`src/rtl/r2d_pkg.sv`:
```
`timescale 1ns / 1ps

package r2d_pkg;

  localparam int unsigned RADIX_W   = 5;
  localparam int unsigned DIGIT_W   = 4;
  localparam int unsigned SYM_W     = 8;
  localparam int unsigned ALPHA_W   = 64;
  localparam int unsigned NUM_SYMS  = 16;
  localparam int unsigned MAX_RADIX = 16;
  localparam int unsigned CFG_IDX_W = 2;

  localparam logic [RADIX_W-1:0] RADIX_RESET     = 5'd10;
  localparam logic [ALPHA_W-1:0] ALPHA_LOW_RESET  = 64'h3736_3534_3332_3130;
  localparam logic [ALPHA_W-1:0] ALPHA_HIGH_RESET = 64'h0000_0000_0000_3938;

  localparam logic [SYM_W-1:0] PRINT_MIN  = 8'd32;
  localparam logic [SYM_W-1:0] PRINT_MAX  = 8'd126;
  localparam logic [SYM_W-1:0] PLUS_CHAR  = 8'h2B;
  localparam logic [SYM_W-1:0] MINUS_CHAR = 8'h2D;
  localparam logic [SYM_W-1:0] NULL_SYM   = 8'h00;

  // configuration register indexes
  localparam logic [CFG_IDX_W-1:0] REG_RADIX      = 2'd0;
  localparam logic [CFG_IDX_W-1:0] REG_ALPHA_LOW  = 2'd1;
  localparam logic [CFG_IDX_W-1:0] REG_ALPHA_HIGH = 2'd2;

  typedef enum logic [2:0] {
    ST_IDLE,
    ST_CHECK,
    ST_DIVIDE,
    ST_SIGN,
    ST_FETCH,
    ST_EMIT,
    ST_INVALID
  } state_t;

  typedef struct packed {
    logic done;
    logic ok;
  } chk_stat_t;

  typedef struct packed {
    logic               done;
    logic               last;
    logic [DIGIT_W-1:0] digit;
  } div_stat_t;

  typedef struct packed {
    logic push;
    logic pop;
  } stk_ctrl_t;

  function automatic logic [SYM_W-1:0] symbol_at(input logic [2*ALPHA_W-1:0] alpha,
                                                 input logic [DIGIT_W-1:0] idx);
    return alpha[{idx, 3'b000} +: SYM_W];
  endfunction

endpackage

```
`src/rtl/signed_integer_to_radix_digits_core.sv`:
```
`timescale 1ns / 1ps
// sequence: the alphabet check examines each symbol in use in turn, stopping early on a
//   fault; the bit-serial divider produces the digits lsb first; a minus sign is sent
//   for a negative value; each digit character then takes a stack read and an output load
//   (output stalls hold it)
// throughput: one value at a time, set by the one-bit-per-cycle divider
// reset: config registers return to radix 10 and alphabet "0123456789", control idle

module signed_integer_to_radix_digits_core import r2d_pkg::*; #(
  parameter int unsigned VALUE_BITS = 32
) (
  input  logic                                 clk,
  input  logic                                 rst,
  // input stream
  input  logic                                 s_axis_tvalid,
  output logic                                 s_axis_tready,
  input  logic [((VALUE_BITS+7)/8)*8-1:0]      s_axis_tdata,  // value, zero padded
  // output stream
  output logic                                 m_axis_tvalid,
  input  logic                                 m_axis_tready,
  output logic [SYM_W-1:0]                     m_axis_tdata,  // symbol
  output logic                                 m_axis_tlast,
  output logic                                 m_axis_tuser,  // invalid
  // configuration write port
  input  logic                                 cfg_we,
  input  logic [CFG_IDX_W-1:0]                 cfg_addr,
  input  logic [ALPHA_W-1:0]                   cfg_wdata
);

  // configuration registers
  logic [RADIX_W-1:0] radix;
  logic [ALPHA_W-1:0] alphabet_low;
  logic [ALPHA_W-1:0] alphabet_high;
  logic [2*ALPHA_W-1:0] alpha;

  assign alpha = {alphabet_high, alphabet_low};

  always_ff @(posedge clk) begin
    if (rst) begin
      radix         <= RADIX_RESET;
      alphabet_low  <= ALPHA_LOW_RESET;
      alphabet_high <= ALPHA_HIGH_RESET;
    end else if (cfg_we) begin
      case (cfg_addr)
        REG_RADIX:      radix         <= cfg_wdata[RADIX_W-1:0];
        REG_ALPHA_LOW:  alphabet_low  <= cfg_wdata;
        REG_ALPHA_HIGH: alphabet_high <= cfg_wdata;
        default: ;
      endcase
    end
  end

  // sequencer
  state_t state;
  state_t state_next;

  logic                  accept;
  logic [VALUE_BITS-1:0] in_value;
  logic                  neg;
  logic [VALUE_BITS-1:0] mag;

  chk_stat_t             chk;
  logic                  chk_start;
  div_stat_t             div;
  logic                  div_start;
  stk_ctrl_t             stk;
  logic [DIGIT_W-1:0]    stk_rdata;
  logic                  stk_empty;

  // output register, the slot is free when empty or being drained
  logic                  out_valid;
  logic [SYM_W-1:0]      out_symbol;
  logic                  out_last;
  logic                  out_invalid;
  logic                  out_free;
  logic                  out_load;
  logic [SYM_W-1:0]      out_symbol_next;
  logic                  out_last_next;
  logic                  out_invalid_next;

  assign s_axis_tready = (state == ST_IDLE);
  assign accept        = s_axis_tvalid && s_axis_tready;
  assign in_value      = s_axis_tdata[VALUE_BITS-1:0];
  assign out_free      = !out_valid || m_axis_tready;

  // sign and magnitude; the most negative value wraps to its own unsigned magnitude
  always_ff @(posedge clk) begin
    if (accept) begin
      neg <= in_value[VALUE_BITS-1];
      mag <= in_value[VALUE_BITS-1] ? (~in_value + VALUE_BITS'(1)) : in_value;
    end
  end

  always_ff @(posedge clk) begin
    if (rst) begin
      state <= ST_IDLE;
    end else begin
      state <= state_next;
    end
  end

  always_comb begin
    state_next       = state;
    chk_start        = 1'b0;
    div_start        = 1'b0;
    stk.push         = 1'b0;
    stk.pop          = 1'b0;
    out_load         = 1'b0;
    out_symbol_next  = NULL_SYM;
    out_last_next    = 1'b0;
    out_invalid_next = 1'b0;
    case (state)
      ST_IDLE: begin
        if (accept) begin
          chk_start  = 1'b1;
          state_next = ST_CHECK;
        end
      end
      ST_CHECK: begin
        if (chk.done) begin
          if (chk.ok) begin
            div_start  = 1'b1;
            state_next = ST_DIVIDE;
          end else begin
            state_next = ST_INVALID;
          end
        end
      end
      ST_DIVIDE: begin
        // digits come out lsb first and are stacked to reverse them
        if (div.done) begin
          stk.push = 1'b1;
          if (div.last) begin
            state_next = neg ? ST_SIGN : ST_FETCH;
          end
        end
      end
      ST_SIGN: begin
        if (out_free) begin
          out_load        = 1'b1;
          out_symbol_next = MINUS_CHAR;
          state_next      = ST_FETCH;
        end
      end
      ST_FETCH: begin
        stk.pop    = 1'b1;
        state_next = ST_EMIT;
      end
      ST_EMIT: begin
        if (out_free) begin
          out_load        = 1'b1;
          out_symbol_next = symbol_at(alpha, stk_rdata);
          out_last_next   = stk_empty;
          state_next      = stk_empty ? ST_IDLE : ST_FETCH;
        end
      end
      ST_INVALID: begin
        if (out_free) begin
          out_load         = 1'b1;
          out_last_next    = 1'b1;
          out_invalid_next = 1'b1;
          state_next       = ST_IDLE;
        end
      end
      default: state_next = ST_IDLE;
    endcase
  end

  always_ff @(posedge clk) begin
    if (rst) begin
      out_valid <= 1'b0;
    end else if (out_load) begin
      out_valid <= 1'b1;
    end else if (m_axis_tready) begin
      out_valid <= 1'b0;
    end
  end

  always_ff @(posedge clk) begin
    if (out_load) begin
      out_symbol  <= out_symbol_next;
      out_last    <= out_last_next;
      out_invalid <= out_invalid_next;
    end
  end

  assign m_axis_tvalid = out_valid;
  assign m_axis_tdata  = out_symbol;
  assign m_axis_tlast  = out_last;
  assign m_axis_tuser  = out_invalid;

  r2d_check u_check (
    .clk   (clk),
    .rst   (rst),
    .start (chk_start),
    .radix (radix),
    .alpha (alpha),
    .stat  (chk)
  );

  r2d_divider #(
    .VALUE_BITS (VALUE_BITS)
  ) u_divider (
    .clk    (clk),
    .rst    (rst),
    .start  (div_start),
    .mag_in (mag),
    .radix  (radix),
    .stat   (div)
  );

  r2d_digit_stack #(
    .VALUE_BITS (VALUE_BITS)
  ) u_stack (
    .clk   (clk),
    .rst   (rst),
    .ctrl  (stk),
    .wdata (div.digit),
    .rdata (stk_rdata),
    .empty (stk_empty)
  );

  // an invalid beat is a lone null symbol closing the value
  a_invalid_alone: assert property (@(posedge clk) disable iff (rst)
    (m_axis_tvalid && m_axis_tuser) |-> (m_axis_tlast && (m_axis_tdata == NULL_SYM)))
    else $error("invalid beat malformed");

  // every value drains its digits before the next one is taken
  a_idle_stack_empty: assert property (@(posedge clk) disable iff (rst)
    (state == ST_IDLE) |-> stk_empty)
    else $error("digits left over at idle");

endmodule

```
`src/rtl/r2d_check.sv`:
```
`timescale 1ns / 1ps

module r2d_check import r2d_pkg::*; (
  input  logic                 clk,
  input  logic                 rst,
  input  logic                 start,
  input  logic [RADIX_W-1:0]   radix,
  input  logic [2*ALPHA_W-1:0] alpha,
  output chk_stat_t            stat
);

  logic               busy;
  logic [DIGIT_W-1:0] idx;
  logic [SYM_W-1:0]   cur;
  logic               dup;
  logic               range_bad;
  logic               sym_bad;
  logic               bad;
  logic               at_end;

  // one symbol per cycle, compared against every later symbol in use
  always_comb begin
    cur = symbol_at(alpha, idx);
    dup = 1'b0;
    for (int j = 0; j < NUM_SYMS; j++) begin
      if ((RADIX_W'(j) > {1'b0, idx}) && (RADIX_W'(j) < radix) &&
          (symbol_at(alpha, DIGIT_W'(j)) == cur)) begin
        dup = 1'b1;
      end
    end
    range_bad = (radix < RADIX_W'(2)) || (radix > RADIX_W'(MAX_RADIX));
    sym_bad   = (cur < PRINT_MIN) || (cur > PRINT_MAX) ||
                (cur == PLUS_CHAR) || (cur == MINUS_CHAR);
    bad       = range_bad || sym_bad || dup;
    at_end    = ({1'b0, idx} == (radix - RADIX_W'(1)));
    stat.done = busy && (bad || at_end);
    stat.ok   = !bad;
  end

  always_ff @(posedge clk) begin
    if (rst) begin
      busy <= 1'b0;
      idx  <= '0;
    end else if (start) begin
      busy <= 1'b1;
      idx  <= '0;
    end else if (stat.done) begin
      busy <= 1'b0;
    end else if (busy) begin
      idx <= idx + DIGIT_W'(1);
    end
  end

endmodule

```
`src/rtl/r2d_divider.sv`:
```
`timescale 1ns / 1ps

module r2d_divider import r2d_pkg::*; #(
  parameter int unsigned VALUE_BITS = 32
) (
  input  logic                  clk,
  input  logic                  rst,
  input  logic                  start,
  input  logic [VALUE_BITS-1:0] mag_in,
  input  logic [RADIX_W-1:0]    radix,
  output div_stat_t             stat
);

  localparam int unsigned BW = $clog2(VALUE_BITS);

  logic                  busy;
  logic [VALUE_BITS-1:0] mag;
  logic [DIGIT_W-1:0]    rem;
  logic [BW-1:0]         bitcnt;
  logic                  nz;

  logic [RADIX_W-1:0]    trial;
  logic [RADIX_W-1:0]    diff;
  logic                  qbit;
  logic [DIGIT_W-1:0]    rem_next;
  logic [VALUE_BITS-1:0] mag_next;
  logic                  pass_end;
  logic                  nz_next;

  // restoring division, one quotient bit per cycle, msb first
  always_comb begin
    trial    = {rem, mag[VALUE_BITS-1]};
    diff     = trial - radix;
    qbit     = (trial >= radix);
    rem_next = qbit ? diff[DIGIT_W-1:0] : trial[DIGIT_W-1:0];
    mag_next = {mag[VALUE_BITS-2:0], qbit};
    nz_next  = nz || qbit;
    pass_end = busy && (bitcnt == BW'(VALUE_BITS - 1));

    stat.done  = pass_end;
    stat.last  = !nz_next;
    stat.digit = rem_next;
  end

  always_ff @(posedge clk) begin
    if (rst) begin
      busy <= 1'b0;
    end else if (start) begin
      busy <= 1'b1;
    end else if (pass_end && !nz_next) begin
      busy <= 1'b0;
    end
  end

  // quotient shifts back into mag; a nonzero quotient starts the next pass
  always_ff @(posedge clk) begin
    if (start) begin
      mag    <= mag_in;
      rem    <= '0;
      bitcnt <= '0;
      nz     <= 1'b0;
    end else if (busy) begin
      mag <= mag_next;
      if (pass_end) begin
        rem    <= '0;
        bitcnt <= '0;
        nz     <= 1'b0;
      end else begin
        rem    <= rem_next;
        bitcnt <= bitcnt + BW'(1);
        nz     <= nz_next;
      end
    end
  end

  a_digit_below_radix: assert property (@(posedge clk) disable iff (rst)
    stat.done |-> ({1'b0, stat.digit} < radix))
    else $error("digit not below radix");

endmodule

```
`src/rtl/r2d_digit_stack.sv`:
```
`timescale 1ns / 1ps

module r2d_digit_stack import r2d_pkg::*; #(
  parameter int unsigned VALUE_BITS = 32
) (
  input  logic               clk,
  input  logic               rst,
  input  stk_ctrl_t          ctrl,
  input  logic [DIGIT_W-1:0] wdata,
  output logic [DIGIT_W-1:0] rdata,
  output logic               empty
);

  localparam int unsigned AW = $clog2(VALUE_BITS);
  localparam int unsigned CW = $clog2(VALUE_BITS + 1);

  logic [DIGIT_W-1:0] mem [0:VALUE_BITS-1];
  logic [CW-1:0]      count;
  logic [CW-1:0]      count_dec;

  assign count_dec = count - CW'(1);
  assign empty     = (count == '0);

  always_ff @(posedge clk) begin
    if (rst) begin
      count <= '0;
    end else if (ctrl.push) begin
      count <= count + CW'(1);
    end else if (ctrl.pop) begin
      count <= count_dec;
    end
  end

  always_ff @(posedge clk) begin
    if (ctrl.push) begin
      mem[count[AW-1:0]] <= wdata;
    end
    if (ctrl.pop) begin
      rdata <= mem[count_dec[AW-1:0]];
    end
  end

  a_no_overflow: assert property (@(posedge clk) disable iff (rst)
    ctrl.push |-> (count < CW'(VALUE_BITS)))
    else $error("digit stack overflow");

  a_no_underflow: assert property (@(posedge clk) disable iff (rst)
    ctrl.pop |-> (!empty && !ctrl.push))
    else $error("digit stack underflow");

endmodule

```
`config.mk`:
```
export PLATFORM = sky130hd
export DESIGN_NAME = signed_integer_to_radix_digits_core
export DESIGN_NICKNAME = d
export VERILOG_FILES = /design/src/rtl/r2d_pkg.sv /design/src/rtl/signed_integer_to_radix_digits_core.sv /design/src/rtl/r2d_check.sv /design/src/rtl/r2d_divider.sv /design/src/rtl/r2d_digit_stack.sv
export SDC_FILE = /design/constraint.sdc
export NUM_CORES = 1
export LEC_CHECK = 0
export BUFFER_PORTS_ARGS = -buffer_cell sky130_fd_sc_hd__buf_2
export CAP_MARGIN = 20
export CORE_UTILIZATION = 40
export DETAILED_ROUTE_END_ITERATION = 10
export GPL_TIMING_DRIVEN = 0
export HOLD_SLACK_MARGIN = 0.02
export SLEW_MARGIN = 0
export SYNTH_ARGS = -nofsm -noshare
export SYNTH_HDL_FRONTEND = slang
export SYNTH_SLANG_ARGS = --single-unit
```
`constraint.sdc`:
```
create_clock -name clk -period 5.5 [get_ports clk]
set_input_delay 0.55 -clock clk [delete_from_list [all_inputs] [get_ports clk]]
set_output_delay 0.55 -clock clk [all_outputs]
set_load 0.03 [all_outputs]
```
==> impl_metrics.ini <==
[outcome]
status = finished with violations
violations = design-rule violations

[sta]
timing.fmax_mhz = 191
period_needed_ns = 5.23
fin_skew_ns = 0.0336
setup_violations = 0
worst_pin_slew_ns = 1.09
relSlewSlack = 0.271
hold_slack_ns = 0.166
fin_crit_sh = 0.951
hold_viol_final = 0
fin_setup_tns_ns = 0
drv_slew = 0
rsz0062_at_grt = no

[placed_design]
placed_area_um2 = 20500
dp_cells = 2443
place_hpwl_um = 47400
gp_congestion = 1.03
port_buffers = 114

[layout]
fin_nets = 2002
diodes = 0
fin_cells = 2518
area_growth_pct = 14.4
drive_gt1_frac = 0.187
fin_area_um2 = 21800

[drt]
drc = 5
num_vias = 14400
antenna_left = 0
wl_um = 62400
routed_via_density = 5.72
drt_pre_antenna_iters = 8
wl_per_cell_um = 24.8
drt_iter0_drc = 1054

[clock_tree]
cts_root_buf = clkbuf_16
post_cts_resized = 0
clock-sinks = 366
hold_buffers = 0
path_clk_slew_ns = 0.07
clock_path_buffers = 3
cts_max_level = 2
post-cts-setup-buffers = 0
cts_buffers = 40
clkLatencyLatePin_ns = 0.60
cts_tree = yes

[min_path]
min_path_type = input port to flip-flop

[grt]
antenna_found_initial = 0
first_global_vias = 14100
grt-ovfl-total = 0
grt_pass1_wl_um = 91200
grt_max_degree = 34
grt_usage = 0.258

[worst_setup_path]
required_ns = 5.71
start_kind = flip-flop
crit_type = flip-flop to flip-flop
crit_arrival_ns = 5.44
critical_path_peak_fanout = 32
max_stage_delay_ns = 0.62
path_cells = clkbuf_1 > nor2_1 > a22o_1 > a21oi_2 > buf_4 > xnor2_1 > nor3_1 > nand4_1 > o2111ai_1 > nor4_4 > nand3_4 > buf_6 > nand2b_4
cp_slowest_cell = nor4_4
endpoint_kind = flip-flop

[yosys]
async_reset_ff_frac = 0
syn_avg_cell_area_um2 = 11.1
synth_cell_types = 74
postSynthCellCount = 1717
ys_seq_elements = 366
ys.flop_type = edfxtp_1
synth_edf_count = 207
ys_warn_count = 0
syn_area_um2 = 19100
syn_nets = 1839
yosysSeqAreaShare = 0.493

[floorplan]
core_area_um2 = 46800
die_area_um2 = 48500
die_height_um = 220
die_w_um = 220
rows = 79
io_pins = 115
initial_core_util = 0.408

[power]
ir_worst_vdd_mv = 0.272
power_per_cell_area_nw_per_um2 = 349
cellLeakagePower_nw = 7.69

[flow_run]
max_cap_violations = 0
## logic make-up after synthesis
family / after synthesis / share of synthesized area
simple gates: 622 / 0.152
flops: 366 / 0.493
compound gates: 264 / 0.0864
mux: 175 / 0.161
xor+xnor: 141 / 0.0648
buf+inv: 130 / 0.0304
fa+ha+maj: 19 / 0.0129
## path summary, 6_finish.rpt
check | from | end | slack, ns | cells past startpoint
worst max-delay path | u_check.idx[2] | u_divider.mag[20] | 0.27 | 13
worst min-delay path | s_axis_tdata[0] | mag[0] | 0.17 | 1
worst min register to register | alphabet_low[2] | alphabet_low[2] | 0.49 | 2
worst max register to register | u_check.idx[2] | u_divider.mag[20] | 0.27 | 13
## metal layers
metal	share of wire	GRT usage
met2	0.49	0.445
met5	0	0
met4	0.043	0.111
met3	0.052	0.0293
met1	0.41	0.327
## registers in the layout, summed over array words and instances (netlist names), 3 cells and up
name              count
u_divider.bitcnt      5
radix                 5
u_check.idx           4
u_stack.mem         128
u_divider.rem         4
u_divider.mag        32
u_stack.rdata         4
alphabet_high        64
mag                  32
u_stack.count         6
m_axis_tdata          8
alphabet_low         64
state                 3
## where the power goes
group          total, mW  internal, mW  switching (mW)
Combinational       1.77         0.716            1.05
Sequential          3.19          3.08           0.114
Clock               2.64          1.49            1.15
Total               7.61          5.29            2.32
## cell type report
type,instances,area (um2)
plain buffers,108,497
clock buffers,53,1080
clock inverters,20,208
fillers,4354,24900
inverters,22,82.6
multi-input cells,1221,9120
flip-flops and latches,366,9400
well taps,607,759
repair buffers,121,677
## through the flow
step                power, mW  worst slack, ns  utilization
CTS                      7.65            0.125        0.466
finish                   7.61            0.269        0.467
detailed placement       5.00            0.165        0.438
global route             7.90            0.129        0.467
floorplan                4.41             1.24            -
global placement         4.95           -0.396        0.436
## layout by cell type (no fill, tap or decap), types with 12 or more instances in the layout
| master | count |
|---|---|
| dfxtp_1 | 159 |
| ha_1 | 18 |
| inv_1 | 21 |
| buf_1 | 14 |
| mux2i_1 | 43 |
| xnor2_1 | 98 |
| nor4_1 | 13 |
| a21oi_1 | 133 |
| nand2_1 | 321 |
| nor2b_1 | 16 |
| nand4_1 | 18 |
| or3_1 | 12 |
| nand2b_1 | 12 |
| nand3b_1 | 40 |
| o21ai_0 | 35 |
| buf_2 | 121 |
| mux2_2 | 13 |
| nand3_1 | 21 |
| clkbuf_16 | 40 |
| clkbuf_1 | 82 |
| edfxtp_1 | 207 |
| mux2_4 | 26 |
| nor3_1 | 29 |
| nor2_1 | 95 |
| mux4_2 | 93 |
| xor2_1 | 43 |
## Yosys cell counts, types with 4 or more instances
library cell | n | area, um2
and2_1 | 5 | 31.3
buf_4 | 8 | 60.1
or4_1 | 5 | 37.5
inv_1 | 21 | 78.8
a22oi_1 | 5 | 37.5
and3_1 | 9 | 56.3
mux4_2 | 93 | 2090
nand2b_1 | 13 | 81.3
ha_1 | 18 | 225
a31oi_1 | 4 | 25.0
or2_2 | 8 | 50.1
o22ai_1 | 4 | 25.0
nand2_1 | 321 | 1200
a21o_1 | 6 | 45.0
o41ai_1 | 4 | 35.0
dfxtp_1 | 159 | 3180
nand4_1 | 18 | 113
mux2_4 | 26 | 390
nor2b_1 | 16 | 100
o21a_1 | 6 | 45.0
buf_6 | 7 | 78.8
a21oi_1 | 136 | 681
xor2_1 | 43 | 377
buf_1 | 14 | 52.6
mux2_2 | 13 | 146
buf_2 | 7 | 35.0
nand3_1 | 21 | 105
clkbuf_1 | 72 | 270
o31ai_1 | 9 | 67.6
xnor2_1 | 98 | 858
o21ai_0 | 35 | 175
nand3b_1 | 40 | 300
nor2_1 | 95 | 357
o221ai_1 | 9 | 78.8
a22o_1 | 4 | 35.0
nor4_1 | 13 | 81.3
mux2i_1 | 43 | 430
nor3_1 | 29 | 145
edfxtp_1 | 207 | 6220
or3_1 | 12 | 75.1
## worst max-delay path: cells and delay by family (launching register included)
family                    cells  cell delay (ns)
DFF                           1             0.59
and+or+nand+nor               6             1.78
xor gates and xnor gates      1             0.18
AOI/OAI and AO/OA             3             1.15
buffers and inverters         3             1.11
(Power assumes the default switching activity.)
